--- src/sv/modular_determinant_gauss_defines.svh ---
// Assertion macros for the modular determinant block.
// Included by the files that carry concurrent checks; no other dependencies.
`ifndef MODULAR_DETERMINANT_GAUSS_DEFINES_SVH
`define MODULAR_DETERMINANT_GAUSS_DEFINES_SVH
`ifndef ASSERT_OFF
`define DMG_ASSERT_IMP(lbl, ck, rstn, ante, cons) \
    lbl: assert property (@(posedge ck) disable iff (!rstn) (ante) |-> (cons)) \
        else $error("same-cycle check failed");
`define DMG_ASSERT_NXT(lbl, ck, rstn, ante, cons) \
    lbl: assert property (@(posedge ck) disable iff (!rstn) (ante) |=> (cons)) \
        else $error("next-cycle check failed");
`else
`define DMG_ASSERT_IMP(lbl, ck, rstn, ante, cons)
`define DMG_ASSERT_NXT(lbl, ck, rstn, ante, cons)
`endif
`endif

--- src/sv/dmg_pkg.sv ---
// Shared types and constants of the modular determinant block.
// Used by the controller, the datapath and the top level; no dependencies.
package dmg_pkg;

    localparam int WORD_W = 32;
    localparam int EXP_CNT_W = 5;
    localparam int PADDR_W = 3;
    localparam logic [PADDR_W-1:0] ADDR_MODULUS = 3'd0;
    localparam logic [WORD_W-1:0] MOD_RESET = 32'd2147483647;

    typedef enum logic [4:0] {
        S_IDLE, S_LOAD_WAIT,
        S_RED_RD, S_RED_MUL, S_RED_WAIT,
        S_PIV_RD, S_PIV_CHK,
        S_SWP_RD0, S_SWP_RD1, S_SWP_X, S_SWP_W, S_NEG,
        S_PV_RD, S_PV_MUL, S_PV_WAIT,
        S_POW_SQ, S_POW_SQW, S_POW_ML, S_POW_MLW, S_POW_NX,
        S_ROW_RD, S_ROW_CHK, S_F_WAIT,
        S_K_RD, S_K_MUL, S_K_WAIT,
        S_OUT_DET, S_OUT_SING
    } state_t;

    typedef enum logic [4:0] {
        OP_NONE, OP_MUL_IN, OP_MUL_RED, OP_WR_PROD,
        OP_TMP_RD, OP_XCH, OP_WR_TMP, OP_NEG_DET, OP_DET_INIT,
        OP_PIVOT, OP_DET_PROD, OP_MUL_SQ, OP_MUL_BASE, OP_INV_PROD, OP_E_SHIFT,
        OP_MUL_F, OP_F_PROD, OP_MUL_FP, OP_WR_SUB, OP_OUT_DET, OP_OUT_SING
    } dp_op_t;

    typedef struct packed {
        dp_op_t op;
    } cmd_t;

    typedef struct packed {
        logic mul_busy;
        logic rd_zero;
        logic e_msb;
    } sts_t;

endpackage

--- src/sv/dmg_ram.sv ---
// Generic simple dual-port RAM: one write port, one registered read port.
// No dependencies.
module dmg_ram #(
    parameter int WIDTH = 32,
    parameter int DEPTH = 25
) (
    input  logic                     clk,
    input  logic                     we,
    input  logic [$clog2(DEPTH)-1:0] waddr,
    input  logic [WIDTH-1:0]         wdata,
    input  logic [$clog2(DEPTH)-1:0] raddr,
    output logic [WIDTH-1:0]         rdata
);

    logic [WIDTH-1:0] mem [DEPTH];

    // write port and registered read
    always_ff @(posedge clk)
    begin
        if (we)
        begin
            mem[waddr] <= wdata;
        end
        rdata <= mem[raddr];
    end

endmodule

--- src/sv/dmg_mulmod.sv ---
// Bit-serial modular multiplier: prod = a*b mod m, one bit of a per cycle.
// Requires b < m (or b = 1). Depends on dmg_pkg.
module dmg_mulmod
    import dmg_pkg::*;
(
    input  logic              clk,
    input  logic              rst_n,
    input  logic              start,
    input  logic [WORD_W-1:0] a,
    input  logic [WORD_W-1:0] b,
    input  logic [WORD_W-1:0] m,
    output logic              busy,
    output logic [WORD_W-1:0] prod
);

    localparam int CNT_W = $clog2(WORD_W + 1);

    logic [CNT_W-1:0]  cnt_reg, cnt_next;
    logic [WORD_W-1:0] a_reg, a_next;
    logic [WORD_W-1:0] b_reg, b_next;
    logic [WORD_W-1:0] acc_reg, acc_next;
    logic [WORD_W+1:0] sum, m1, m2, red;

    // one doubling step with conditional add and reduction below m
    always_comb
    begin
        m1  = {2'b00, m};
        m2  = {1'b0, m, 1'b0};
        sum = {1'b0, acc_reg, 1'b0} + (a_reg[WORD_W-1] ? {2'b00, b_reg} : '0);
        if (sum >= m2)
        begin
            red = sum - m2;
        end
        else if (sum >= m1)
        begin
            red = sum - m1;
        end
        else
        begin
            red = sum;
        end
    end

    // load on start, advance while busy
    always_comb
    begin
        cnt_next = cnt_reg;
        a_next   = a_reg;
        b_next   = b_reg;
        acc_next = acc_reg;
        if (start)
        begin
            cnt_next = CNT_W'(WORD_W);
            a_next   = a;
            b_next   = b;
            acc_next = '0;
        end
        else if (cnt_reg != '0)
        begin
            cnt_next = cnt_reg - 1'b1;
            a_next   = {a_reg[WORD_W-2:0], 1'b0};
            acc_next = red[WORD_W-1:0];
        end
    end

    always_ff @(posedge clk or negedge rst_n)
    begin
        if (!rst_n)
        begin
            cnt_reg <= '0;
        end
        else
        begin
            cnt_reg <= cnt_next;
        end
    end

    always_ff @(posedge clk)
    begin
        a_reg   <= a_next;
        b_reg   <= b_next;
        acc_reg <= acc_next;
    end

    assign busy = (cnt_reg != '0);
    assign prod = acc_reg;

endmodule

--- src/sv/dmg_dp.sv ---
// Datapath: matrix RAM, shared modular multiplier and working registers.
// Depends on dmg_pkg, dmg_ram, dmg_mulmod and the assertion macro header.
`include "modular_determinant_gauss_defines.svh"
module dmg_dp
    import dmg_pkg::*;
#(
    parameter int DIM = 5
) (
    input  logic                          clk,
    input  logic                          rst_n,
    input  logic [WORD_W-1:0]             entry,
    input  logic [WORD_W-1:0]             m_eff,
    input  cmd_t                          cmd,
    input  logic [$clog2(DIM*DIM)-1:0]    raddr,
    input  logic [$clog2(DIM*DIM)-1:0]    waddr,
    output sts_t                          sts,
    output logic                          done,
    output logic [WORD_W-1:0]             det_value,
    output logic                          is_singular
);

    localparam int CELLS = DIM * DIM;
    localparam logic [WORD_W-1:0] ONE = WORD_W'(1);

    logic [WORD_W-1:0] rdata, prod, wdata, mul_a, mul_b;
    logic [WORD_W:0]   sub_wide;
    logic              we, mul_start, mul_busy;
    logic [WORD_W-1:0] det_reg, det_next;
    logic [WORD_W-1:0] inv_reg, inv_next;
    logic [WORD_W-1:0] base_reg, base_next;
    logic [WORD_W-1:0] f_reg, f_next;
    logic [WORD_W-1:0] tmp_reg, tmp_next;
    logic [WORD_W-1:0] e_reg, e_next;
    logic [WORD_W-1:0] dv_reg, dv_next;
    logic              sing_reg, sing_next;
    logic              done_reg, done_next;

    dmg_ram #(.WIDTH(WORD_W), .DEPTH(CELLS)) u_ram (
        .clk   (clk),
        .we    (we),
        .waddr (waddr),
        .wdata (wdata),
        .raddr (raddr),
        .rdata (rdata)
    );

    dmg_mulmod u_mul (
        .clk   (clk),
        .rst_n (rst_n),
        .start (mul_start),
        .a     (mul_a),
        .b     (mul_b),
        .m     (m_eff),
        .busy  (mul_busy),
        .prod  (prod)
    );

    // subtract modulo m for the row update
    assign sub_wide = (rdata >= prod) ? {1'b0, rdata - prod}
                                      : {1'b0, rdata} + {1'b0, m_eff} - {1'b0, prod};

    // select multiplier operands and RAM write data
    always_comb
    begin
        mul_start = 1'b0;
        mul_a     = rdata;
        mul_b     = ONE;
        we        = 1'b0;
        wdata     = prod;
        case (cmd.op)
            OP_MUL_IN:   begin mul_start = 1'b1; mul_a = entry; end
            OP_MUL_RED:  begin mul_start = 1'b1; end
            OP_PIVOT:    begin mul_start = 1'b1; mul_b = det_reg; end
            OP_MUL_SQ:   begin mul_start = 1'b1; mul_a = inv_reg; mul_b = inv_reg; end
            OP_MUL_BASE: begin mul_start = 1'b1; mul_a = inv_reg; mul_b = base_reg; end
            OP_MUL_F:    begin mul_start = 1'b1; mul_b = inv_reg; end
            OP_MUL_FP:   begin mul_start = 1'b1; mul_b = f_reg; end
            OP_WR_PROD:  begin we = 1'b1; end
            OP_XCH:      begin we = 1'b1; wdata = tmp_reg; end
            OP_WR_TMP:   begin we = 1'b1; wdata = tmp_reg; end
            OP_WR_SUB:   begin we = 1'b1; wdata = sub_wide[WORD_W-1:0]; end
            default:     begin end
        endcase
    end

    // working register updates
    always_comb
    begin
        det_next  = det_reg;
        inv_next  = inv_reg;
        base_next = base_reg;
        f_next    = f_reg;
        tmp_next  = tmp_reg;
        e_next    = e_reg;
        dv_next   = dv_reg;
        sing_next = sing_reg;
        done_next = 1'b0;
        case (cmd.op)
            OP_DET_INIT: det_next = ONE;
            OP_NEG_DET:  det_next = (det_reg != '0) ? m_eff - det_reg : '0;
            OP_DET_PROD: det_next = prod;
            OP_TMP_RD:   tmp_next = rdata;
            OP_XCH:      tmp_next = rdata;
            OP_PIVOT:
            begin
                base_next = rdata;
                inv_next  = ONE;
                e_next    = m_eff - WORD_W'(2);
            end
            OP_INV_PROD: inv_next = prod;
            OP_E_SHIFT:  e_next = {e_reg[WORD_W-2:0], 1'b0};
            OP_F_PROD:   f_next = prod;
            OP_OUT_DET:
            begin
                dv_next   = det_reg;
                sing_next = 1'b0;
                done_next = 1'b1;
            end
            OP_OUT_SING:
            begin
                dv_next   = '0;
                sing_next = 1'b1;
                done_next = 1'b1;
            end
            default: begin end
        endcase
    end

    always_ff @(posedge clk or negedge rst_n)
    begin
        if (!rst_n)
        begin
            done_reg <= 1'b0;
        end
        else
        begin
            done_reg <= done_next;
        end
    end

    always_ff @(posedge clk)
    begin
        det_reg  <= det_next;
        inv_reg  <= inv_next;
        base_reg <= base_next;
        f_reg    <= f_next;
        tmp_reg  <= tmp_next;
        e_reg    <= e_next;
        dv_reg   <= dv_next;
        sing_reg <= sing_next;
    end

    assign sts.mul_busy = mul_busy;
    assign sts.rd_zero  = (rdata == '0);
    assign sts.e_msb    = e_reg[WORD_W-1];
    assign done         = done_reg;
    assign det_value    = dv_reg;
    assign is_singular  = sing_reg;

    `DMG_ASSERT_NXT(a_done_pulse, clk, rst_n, done_reg, !done_reg)
    `DMG_ASSERT_IMP(a_sing_zero, clk, rst_n, done_reg && sing_reg, dv_reg == '0)
    `DMG_ASSERT_NXT(a_out_op, clk, rst_n, cmd.op == OP_OUT_DET || cmd.op == OP_OUT_SING,
                    done_reg)

endmodule

--- src/sv/dmg_ctrl.sv ---
// Controller: sequences load, re-reduction, pivot search, swap, Fermat inverse
// and row elimination. Depends on dmg_pkg and the assertion macro header.
`include "modular_determinant_gauss_defines.svh"
module dmg_ctrl
    import dmg_pkg::*;
#(
    parameter int DIM = 5
) (
    input  logic                          clk,
    input  logic                          rst_n,
    input  logic                          start,
    output logic                          busy,
    input  sts_t                          sts,
    output cmd_t                          cmd,
    output logic [$clog2(DIM*DIM)-1:0]    raddr,
    output logic [$clog2(DIM*DIM)-1:0]    waddr
);

    localparam int CELLS = DIM * DIM;
    localparam int AW = $clog2(CELLS);
    localparam int RW = $clog2(DIM);
    localparam logic [AW-1:0] LAST_CELL = AW'(CELLS - 1);
    localparam logic [RW-1:0] LAST_IDX = RW'(DIM - 1);
    localparam logic [EXP_CNT_W-1:0] LAST_BIT = EXP_CNT_W'(WORD_W - 1);

    state_t               state_reg, state_next;
    logic [AW-1:0]        cell_reg, cell_next;
    logic [RW-1:0]        col_reg, col_next;
    logic [RW-1:0]        piv_reg, piv_next;
    logic [RW-1:0]        row_reg, row_next;
    logic [RW-1:0]        k_reg, k_next;
    logic [EXP_CNT_W-1:0] ebit_reg, ebit_next;

    function automatic logic [AW-1:0] cell_addr(input logic [RW-1:0] r,
                                                input logic [RW-1:0] c);
        return AW'(r) * AW'(DIM) + AW'(c);
    endfunction

    // next state and loop counters
    always_comb
    begin
        state_next = state_reg;
        cell_next  = cell_reg;
        col_next   = col_reg;
        piv_next   = piv_reg;
        row_next   = row_reg;
        k_next     = k_reg;
        ebit_next  = ebit_reg;
        case (state_reg)
            S_IDLE:
            begin
                if (start)
                begin
                    state_next = S_LOAD_WAIT;
                end
            end
            S_LOAD_WAIT:
            begin
                if (!sts.mul_busy)
                begin
                    if (cell_reg == LAST_CELL)
                    begin
                        cell_next  = '0;
                        state_next = S_RED_RD;
                    end
                    else
                    begin
                        cell_next  = cell_reg + 1'b1;
                        state_next = S_IDLE;
                    end
                end
            end
            S_RED_RD:  state_next = S_RED_MUL;
            S_RED_MUL: state_next = S_RED_WAIT;
            S_RED_WAIT:
            begin
                if (!sts.mul_busy)
                begin
                    if (cell_reg == LAST_CELL)
                    begin
                        cell_next  = '0;
                        col_next   = '0;
                        piv_next   = '0;
                        state_next = S_PIV_RD;
                    end
                    else
                    begin
                        cell_next  = cell_reg + 1'b1;
                        state_next = S_RED_RD;
                    end
                end
            end
            S_PIV_RD: state_next = S_PIV_CHK;
            S_PIV_CHK:
            begin
                if (!sts.rd_zero)
                begin
                    if (piv_reg == col_reg)
                    begin
                        state_next = S_PV_RD;
                    end
                    else
                    begin
                        k_next     = col_reg;
                        state_next = S_SWP_RD0;
                    end
                end
                else if (piv_reg == LAST_IDX)
                begin
                    state_next = S_OUT_SING;
                end
                else
                begin
                    piv_next   = piv_reg + 1'b1;
                    state_next = S_PIV_RD;
                end
            end
            S_SWP_RD0: state_next = S_SWP_RD1;
            S_SWP_RD1: state_next = S_SWP_X;
            S_SWP_X:   state_next = S_SWP_W;
            S_SWP_W:
            begin
                if (k_reg == LAST_IDX)
                begin
                    state_next = S_NEG;
                end
                else
                begin
                    k_next     = k_reg + 1'b1;
                    state_next = S_SWP_RD0;
                end
            end
            S_NEG:    state_next = S_PV_RD;
            S_PV_RD:  state_next = S_PV_MUL;
            S_PV_MUL: state_next = S_PV_WAIT;
            S_PV_WAIT:
            begin
                if (!sts.mul_busy)
                begin
                    if (col_reg == LAST_IDX)
                    begin
                        state_next = S_OUT_DET;
                    end
                    else
                    begin
                        ebit_next  = '0;
                        state_next = S_POW_SQ;
                    end
                end
            end
            S_POW_SQ: state_next = S_POW_SQW;
            S_POW_SQW:
            begin
                if (!sts.mul_busy)
                begin
                    state_next = sts.e_msb ? S_POW_ML : S_POW_NX;
                end
            end
            S_POW_ML: state_next = S_POW_MLW;
            S_POW_MLW:
            begin
                if (!sts.mul_busy)
                begin
                    state_next = S_POW_NX;
                end
            end
            S_POW_NX:
            begin
                if (ebit_reg == LAST_BIT)
                begin
                    row_next   = col_reg + 1'b1;
                    state_next = S_ROW_RD;
                end
                else
                begin
                    ebit_next  = ebit_reg + 1'b1;
                    state_next = S_POW_SQ;
                end
            end
            S_ROW_RD: state_next = S_ROW_CHK;
            S_ROW_CHK,
            S_K_WAIT:
            begin
                if ((state_reg == S_ROW_CHK && !sts.rd_zero) ||
                    (state_reg == S_K_WAIT && sts.mul_busy))
                begin
                    state_next = (state_reg == S_ROW_CHK) ? S_F_WAIT : S_K_WAIT;
                end
                else if (state_reg == S_K_WAIT && k_reg != LAST_IDX)
                begin
                    k_next     = k_reg + 1'b1;
                    state_next = S_K_RD;
                end
                else if (row_reg == LAST_IDX)
                begin
                    col_next   = col_reg + 1'b1;
                    piv_next   = col_reg + 1'b1;
                    state_next = S_PIV_RD;
                end
                else
                begin
                    row_next   = row_reg + 1'b1;
                    state_next = S_ROW_RD;
                end
            end
            S_F_WAIT:
            begin
                if (!sts.mul_busy)
                begin
                    k_next     = col_reg;
                    state_next = S_K_RD;
                end
            end
            S_K_RD:     state_next = S_K_MUL;
            S_K_MUL:    state_next = S_K_WAIT;
            S_OUT_DET:  state_next = S_IDLE;
            S_OUT_SING: state_next = S_IDLE;
            default:    state_next = S_IDLE;
        endcase
    end

    // datapath commands and RAM addresses
    always_comb
    begin
        cmd.op = OP_NONE;
        raddr  = '0;
        waddr  = '0;
        case (state_reg)
            S_IDLE:      cmd.op = start ? OP_MUL_IN : OP_NONE;
            S_LOAD_WAIT:
            begin
                waddr  = cell_reg;
                cmd.op = sts.mul_busy ? OP_NONE : OP_WR_PROD;
            end
            S_RED_RD:
            begin
                raddr  = cell_reg;
                cmd.op = OP_DET_INIT;
            end
            S_RED_MUL:   cmd.op = OP_MUL_RED;
            S_RED_WAIT:
            begin
                waddr  = cell_reg;
                cmd.op = sts.mul_busy ? OP_NONE : OP_WR_PROD;
            end
            S_PIV_RD,
            S_PIV_CHK:   raddr = cell_addr(piv_reg, col_reg);
            S_SWP_RD0:   raddr = cell_addr(piv_reg, k_reg);
            S_SWP_RD1:
            begin
                raddr  = cell_addr(col_reg, k_reg);
                cmd.op = OP_TMP_RD;
            end
            S_SWP_X:
            begin
                waddr  = cell_addr(col_reg, k_reg);
                cmd.op = OP_XCH;
            end
            S_SWP_W:
            begin
                waddr  = cell_addr(piv_reg, k_reg);
                cmd.op = OP_WR_TMP;
            end
            S_NEG:       cmd.op = OP_NEG_DET;
            S_PV_RD:     raddr = cell_addr(col_reg, col_reg);
            S_PV_MUL:
            begin
                raddr  = cell_addr(col_reg, col_reg);
                cmd.op = OP_PIVOT;
            end
            S_PV_WAIT:   cmd.op = sts.mul_busy ? OP_NONE : OP_DET_PROD;
            S_POW_SQ:    cmd.op = OP_MUL_SQ;
            S_POW_SQW:   cmd.op = sts.mul_busy ? OP_NONE : OP_INV_PROD;
            S_POW_ML:    cmd.op = OP_MUL_BASE;
            S_POW_MLW:   cmd.op = sts.mul_busy ? OP_NONE : OP_INV_PROD;
            S_POW_NX:    cmd.op = OP_E_SHIFT;
            S_ROW_RD:    raddr = cell_addr(row_reg, col_reg);
            S_ROW_CHK:
            begin
                raddr  = cell_addr(row_reg, col_reg);
                cmd.op = sts.rd_zero ? OP_NONE : OP_MUL_F;
            end
            S_F_WAIT:    cmd.op = sts.mul_busy ? OP_NONE : OP_F_PROD;
            S_K_RD:      raddr = cell_addr(col_reg, k_reg);
            S_K_MUL:
            begin
                raddr  = cell_addr(col_reg, k_reg);
                cmd.op = OP_MUL_FP;
            end
            S_K_WAIT:
            begin
                raddr  = cell_addr(row_reg, k_reg);
                waddr  = cell_addr(row_reg, k_reg);
                cmd.op = sts.mul_busy ? OP_NONE : OP_WR_SUB;
            end
            S_OUT_DET:   cmd.op = OP_OUT_DET;
            S_OUT_SING:  cmd.op = OP_OUT_SING;
            default:     cmd.op = OP_NONE;
        endcase
    end

    always_ff @(posedge clk or negedge rst_n)
    begin
        if (!rst_n)
        begin
            state_reg <= S_IDLE;
            cell_reg  <= '0;
            col_reg   <= '0;
            piv_reg   <= '0;
            row_reg   <= '0;
            k_reg     <= '0;
            ebit_reg  <= '0;
        end
        else
        begin
            state_reg <= state_next;
            cell_reg  <= cell_next;
            col_reg   <= col_next;
            piv_reg   <= piv_next;
            row_reg   <= row_next;
            k_reg     <= k_next;
            ebit_reg  <= ebit_next;
        end
    end

    assign busy = (state_reg != S_IDLE);

    `DMG_ASSERT_NXT(a_accept_load, clk, rst_n, start && state_reg == S_IDLE,
                    state_reg == S_LOAD_WAIT)
    `DMG_ASSERT_IMP(a_wr_after_mul, clk, rst_n,
                    cmd.op == OP_WR_PROD || cmd.op == OP_WR_SUB, !sts.mul_busy)
    `DMG_ASSERT_IMP(a_cell_range, clk, rst_n, 1'b1, cell_reg <= LAST_CELL)

endmodule

--- src/sv/modular_determinant_gauss.sv ---
// Top level of the modular determinant block: APB register and the
// controller/datapath pair. Depends on dmg_pkg, dmg_ctrl and dmg_dp.
//
// Send the DIM*DIM matrix entries in row-major order, one request per
// start pulse while busy is low. Each entry is reduced modulo the modulus
// register on a bit-serial modular multiplier, and busy stays high until
// that product is written. After the last entry the block reduces the
// stored entries again, then eliminates column by column on the same
// multiplier, with a Fermat inverse of up to 64 modular products per
// pivot. The result appears for exactly one cycle with done high and
// cannot be held off, so the receiver must capture it then.
module modular_determinant_gauss
    import dmg_pkg::*;
#(
    parameter int DIM = 5
) (
    input  logic               clk,
    input  logic               rst_n,
    input  logic               psel,
    input  logic               penable,
    input  logic               pwrite,
    input  logic [PADDR_W-1:0] paddr,
    input  logic [WORD_W-1:0]  pwdata,
    output logic [WORD_W-1:0]  prdata,
    output logic               pready,
    input  logic               start,
    output logic               busy,
    input  logic [WORD_W-1:0]  entry,
    output logic               done,
    output logic [WORD_W-1:0]  det_value,
    output logic               is_singular
);

    localparam int AW = $clog2(DIM * DIM);

    logic [WORD_W-1:0] modulus_reg, modulus_next;
    logic [WORD_W-1:0] m_eff;
    logic [AW-1:0]     raddr, waddr;
    cmd_t              cmd;
    sts_t              sts;

    // register write on the access phase
    always_comb
    begin
        modulus_next = modulus_reg;
        if (psel && penable && pwrite && paddr == ADDR_MODULUS)
        begin
            modulus_next = pwdata;
        end
    end

    always_ff @(posedge clk or negedge rst_n)
    begin
        if (!rst_n)
        begin
            modulus_reg <= MOD_RESET;
        end
        else
        begin
            modulus_reg <= modulus_next;
        end
    end

    assign pready = 1'b1;
    assign prdata = (paddr == ADDR_MODULUS) ? modulus_reg : '0;

    // moduli 0 and 1 act as 1
    assign m_eff = (modulus_reg < WORD_W'(2)) ? WORD_W'(1) : modulus_reg;

    dmg_ctrl #(.DIM(DIM)) u_ctrl (
        .clk   (clk),
        .rst_n (rst_n),
        .start (start),
        .busy  (busy),
        .sts   (sts),
        .cmd   (cmd),
        .raddr (raddr),
        .waddr (waddr)
    );

    dmg_dp #(.DIM(DIM)) u_dp (
        .clk         (clk),
        .rst_n       (rst_n),
        .entry       (entry),
        .m_eff       (m_eff),
        .cmd         (cmd),
        .raddr       (raddr),
        .waddr       (waddr),
        .sts         (sts),
        .done        (done),
        .det_value   (det_value),
        .is_singular (is_singular)
    );

endmodule
--- config.mk ---
export PLATFORM = sky130hd
export DESIGN_NAME = modular_determinant_gauss
export DESIGN_NICKNAME = d
export VERILOG_FILES = /design/src/sv/dmg_pkg.sv /design/src/sv/dmg_ram.sv /design/src/sv/dmg_mulmod.sv /design/src/sv/dmg_dp.sv /design/src/sv/dmg_ctrl.sv /design/src/sv/modular_determinant_gauss.sv
export VERILOG_INCLUDE_DIRS = /design/src /design/src/sv
export SDC_FILE = /design/constraint.sdc
export NUM_CORES = 2
export LEC_CHECK = 0
export BUFFER_PORTS_ARGS = -buffer_cell sky130_fd_sc_hd__buf_2
export CORE_MARGIN = 8
export CORE_UTILIZATION = 64
export DETAILED_ROUTE_END_ITERATION = 8
export PLACE_DENSITY_LB_ADDON = 0.12
export SETUP_SLACK_MARGIN = 0.5
export SYNTH_ARGS = -nofsm -noshare
export SYNTH_HDL_FRONTEND = slang
export SYNTH_SLANG_ARGS = --single-unit
--- constraint.sdc ---
create_clock -name clk -period 14 [get_ports clk]
set_input_delay 1.4 -clock clk [delete_from_list [all_inputs] [get_ports clk]]
set_output_delay 1.4 -clock clk [all_outputs]
set_load 0.01 [all_outputs]
==> results.md <==
| Quantity | Reported | Unit |
|---|---|---|
| Least-Margin Pin Slew | 1.11 | ns |
| Register with the highest flop count | u_dp.u_ram.mem | - |
| Slowest library cell on the worst path | mux2i_4 | - |
| Drt wl/cell | 24.9 | um |
| Count of buffer and inverter cells on the critical path | 4 | - |
| Final min period | 7.33 | ns |
| Global-route usage over all layers | 31.7 | % |
| Origin of the critical flop-to-flop path | modulus_reg[1] | - |
| Number of nets at the end of the flow | 5980 | - |
| Starting Density | 64.3 | % |
| Max Cap Viol | 0 | - |
| Leakage | 0.0252 | uW |
| Maximum operating frequency | 0.136 | GHz |
| Total negative slack | 0 | ns |
| CP Class | flip-flop to flip-flop | - |
| Die height | 327 | um |
| Pin count of the biggest net entering global routing | 179 | - |
| Total wire length after detailed routing | 175 | mm |
| Post-CTS setup buffer count | 0 | - |
| Mapped cell area | 0.0620 | mm^2 |
| Routed vias | 45800 | - |
| Number of flops mapped to enable cells by yosys | 1089 | - |
| Post-synthesis share of cell area spent on full adders, half adders and majority gates | 5.75 | % |
| Maximum vdd ir drop | 0.000161 | V |
| Maximum fanout along the worst path | 27 | - |
| Placeable Area | 0.0964 | mm^2 |
| Hold Worst Slack | 0.477 | ns |
| H-tree depth | 3 | - |
| Detailed-placement wirelength estimate | 109 | mm |
| Vias/cell | 6.52 | - |
| CTS tree | done | - |
| CTS Buffer Depth | 3 | - |
| Top_reg_cell synth | edfxtp_1 | - |
| Relative slew margins | 25.1 | % |
| Final setup fails | 0 | - |
| Final weighted congestion of routability-driven global placement | 0.951 | - |
| Startpoint of the most critical setup path | modulus_reg[1] | - |
| Average footprint of a synthesized cell | 11.1 | um^2 |
| Max incr delay on CP | 0.78 | ns |
| GRT overflow | 0 | - |
| Fraction of final layout cells sized beyond drive strength 1 | 9.75 | % |
| Compound-gate portion of the synthesized area | 15.9 | % |
| Number of distinct library cells after synthesis | 95 | - |
| Latest clock arrival within the worst-skew pair | 0.73 | ns |
| Wire length of the first global-routing pass | 263 | mm |
| Leading cell types by total area after synthesis | edfxtp_1, nand2_1, ha_1, a211oi_1, and2_1 | - |
| Main combinational cell family by area after synthesis | compound AO/OA/AOI/OAI gates | - |
| Post-cts resize count | 0 | - |
| Violation count after the first detailed-routing iteration | 5297 | - |
| Final Cycle Share | 52.3 | % |
| Synthesized Nets | 5944 | - |
| Row count | 114 | - |
| Initial antenna violation count | 1 | - |
| Final Hold Vio Count | 0 | - |
| Hold Buf Count CTS | 0 | - |
| Post-route ant nets | 0 | - |
| Top Family by Delay on Critical Path | compound AO/OA/AOI/OAI gates | - |
| Pwr per Cell Area | 190 | mW/mm^2 |
| Final setup slack of the worst path | 6.67 | ns |
| CTS Root Cell | clkbuf_16 | - |
| Sink Count | 1219 | - |
| Area share of the largest cell type after synthesis | 52.7 | % |
| Pre-CTS WS | 6.71 | ns |
| Final Skew | 0.0265 | ns |
| Die outline width | 327 | um |
| Share of the synthesized netlist area taken by xor and xnor gates | 2.97 | % |
| Unrepaired setup endpoints after global routing | no | - |
| Async set-or-reset flop fraction in the synthesized netlist | 5.41 | % |
| Most frequent cell on the critical path | inv_1 | - |
| Detailed Routing Iterations Pass 1 | 6 | - |
| Hold Path Class | input pin to async pin | - |
| Clock transition at the registers of the reported paths | 0.06 | ns |
| Number of synthesis warnings | 0 | - |
| Final Slew Violations | 0 | - |
| Overall power after layout | 13000 | uW |
| CTS Buf Count | 120 | - |
| Data required time at the worst endpoint | 14.63 | ns |
| Worst EP arrival | 7.95 | ns |
| Count of pins on the block boundary | 141 | - |
| Number of flip-flops and latches in the synthesized netlist | 1219 | - |
| CP cell instances | inv_1 > nand4_1 > nand2b_1 > nor4_1 > buf_4 > nand3_1 > nor4_1 > nand2_1 > nor3_1 > a31oi_1 > inv_1 > ha_1 > inv_1 > fa_1 > a211oi_1 > o21ai_0 > a41oi_1 > o211ai_1 > o21ai_1 > o2111ai_2 > mux2i_4 > a22oi_1 > a211o_1 > o31ai_1 | - |
| Total Die Area | 0.107 | mm^2 |
| Result of the run | finished, final reports clean | - |
| Layout Area Growth over Synthesis | 10.3 | % |
| Number of flip-flops in the largest register | 800 | - |
| Commonest non-fill, non-tap cell in the layout | edfxtp_1 | - |
| Util after Layout | 70.9 | % |
| Post-synthesis instance total | 5610 | - |
| Area share of and/or/nand/nor cells after synthesis | 13.8 | % |
| Vias in the first global route | 43400 | - |
| Cell accounting for the most synthesized area | edfxtp_1 | - |
| Highest-count cells in the layout ignoring fill and taps | edfxtp_1, nand2_1, a21oi_1, inv_1, o21ai_0 | - |
| Crit end category | flip-flop | - |
| Multiplexer share of the synthesized area | 0.355 | % |
| Port Buffer Count | 139 | - |
| Post-synthesis sequential area ratio | 57.5 | % |
| CP Launch Type | flip-flop | - |
| Total DRC errors in the routed layout | 0 | - |
[per-stage QoR]
stage,cell area [um^2],std cells
2_1_floorplan,62000,5610
3_3_place_gp,64200,6800
3_5_place_dp,64200,6800
4_1_cts,68400,7027
5_1_grt,68400,7028
6_report,68400,7030
[cell usage after synthesis (8+ instances only)]
| cell type | number |
|---|---|
| o22ai_1 | 15 |
| nand4_1 | 35 |
| a211oi_1 | 198 |
| nand3_1 | 100 |
| a211o_1 | 9 |
| dfstp_2 | 31 |
| inv_1 | 252 |
| or3_1 | 28 |
| o31ai_1 | 18 |
| xor2_1 | 58 |
| a22oi_1 | 69 |
| fa_1 | 40 |
| and2_0 | 8 |
| nand2_1 | 889 |
| nor4_1 | 26 |
| a31oi_1 | 124 |
| o211ai_1 | 21 |
| clkbuf_1 | 243 |
| o21bai_1 | 20 |
| dfxtp_1 | 64 |
| ha_1 | 221 |
| a21o_1 | 121 |
| and2_1 | 236 |
| nor2b_1 | 31 |
| or2_2 | 9 |
| dfrtp_1 | 35 |
| xnor2_1 | 152 |
| nand2b_1 | 39 |
| nor3_1 | 93 |
| edfxtp_1 | 1089 |
| a221oi_1 | 8 |
| o21ai_0 | 270 |
| nor2_1 | 276 |
| o221ai_1 | 14 |
| nand3b_1 | 8 |
| mux2i_1 | 13 |
| a311oi_1 | 132 |
| buf_2 | 56 |
| and3_1 | 53 |
| a222oi_1 | 31 |
| a22o_1 | 8 |
| o21ai_1 | 16 |
| a21oi_1 | 269 |
| o21a_1 | 26 |
| buf_1 | 26 |
[worst paths after layout]
path,to,slack [ns],depth (start not counted)
max,u_dp.u_mul.prod[6],6.67,24
min,u_ctrl.cell_reg[4],0.48,1
max reg2reg,u_dp.u_mul.prod[6],6.67,24
min reg2reg,u_ctrl.ebit_reg[3],0.48,1
max in group asynchronous,u_dp.done,12.44,2
min in group clk,u_ctrl.ebit_reg[3],0.48,1
[routing by layer]
layer	global-route usage, %	share of wire, %	vias to the layer above
li1	-	-	20800
met1	44.0	40	22200
met2	51.5	47	2418
met3	4.36	9.4	397
met4	11.7	3.7	0
met5	0	0	-
[power by group]
| part | internal [uW] | total (uW) | switching [uW] | leakage, uW |
|---|---|---|---|---|
| registers | 4420 | 4640 | 220 | 0.0111 |
| logic | 1960 | 4970 | 3000 | 0.0121 |
| clock network | 1960 | 3370 | 1410 | 0.00202 |
| total | 8350 | 13000 | 4630 | 0.0252 |
[final cells by class]
class / count / area, um^2
antenna: 3 / 7.51
timing repair buffer: 245 / 1560
clock buffer: 149 / 3230
inverter: 254 / 953
clock inverter: 78 / 945
tap: 1276 / 1600
fill: 6870 / 28000
multi-input combinational: 3806 / 24400
sequential: 1219 / 35700
[cell families (layout without fill, tap and decap cells)]
| group | Yosys count | after routing |
|---|---|---|
| buffers and inverters | 585 | 726 |
| xor gates and xnor gates | 210 | 210 |
| AOI/OAI and AO/OA | 1451 | 1451 |
| adders and majority gates | 261 | 261 |
| other | 1 | 4 |
| muxes | 20 | 20 |
| DFF | 1219 | 1219 |
| and+or+nand+nor | 1863 | 1863 |
[worst reg2reg max path, cell delays in order (launching register included)]
cell       delay [ns]
dfstp_2          0.40
inv_1            0.29
nand4_1          0.20
nand2b_1         0.25
nor4_1           0.20
buf_4            0.20
nand3_1          0.16
nor4_1           0.39
nand2_1          0.19
nor3_1           0.32
a31oi_1          0.40
inv_1            0.36
ha_1             0.24
inv_1            0.07
fa_1             0.45
a211oi_1         0.28
o21ai_0          0.20
a41oi_1          0.46
o211ai_1         0.24
o21ai_1          0.36
o2111ai_2        0.21
mux2i_4          0.78
a22oi_1          0.22
a211o_1          0.33
o31ai_1          0.06
(Power assumes the default switching activity.)
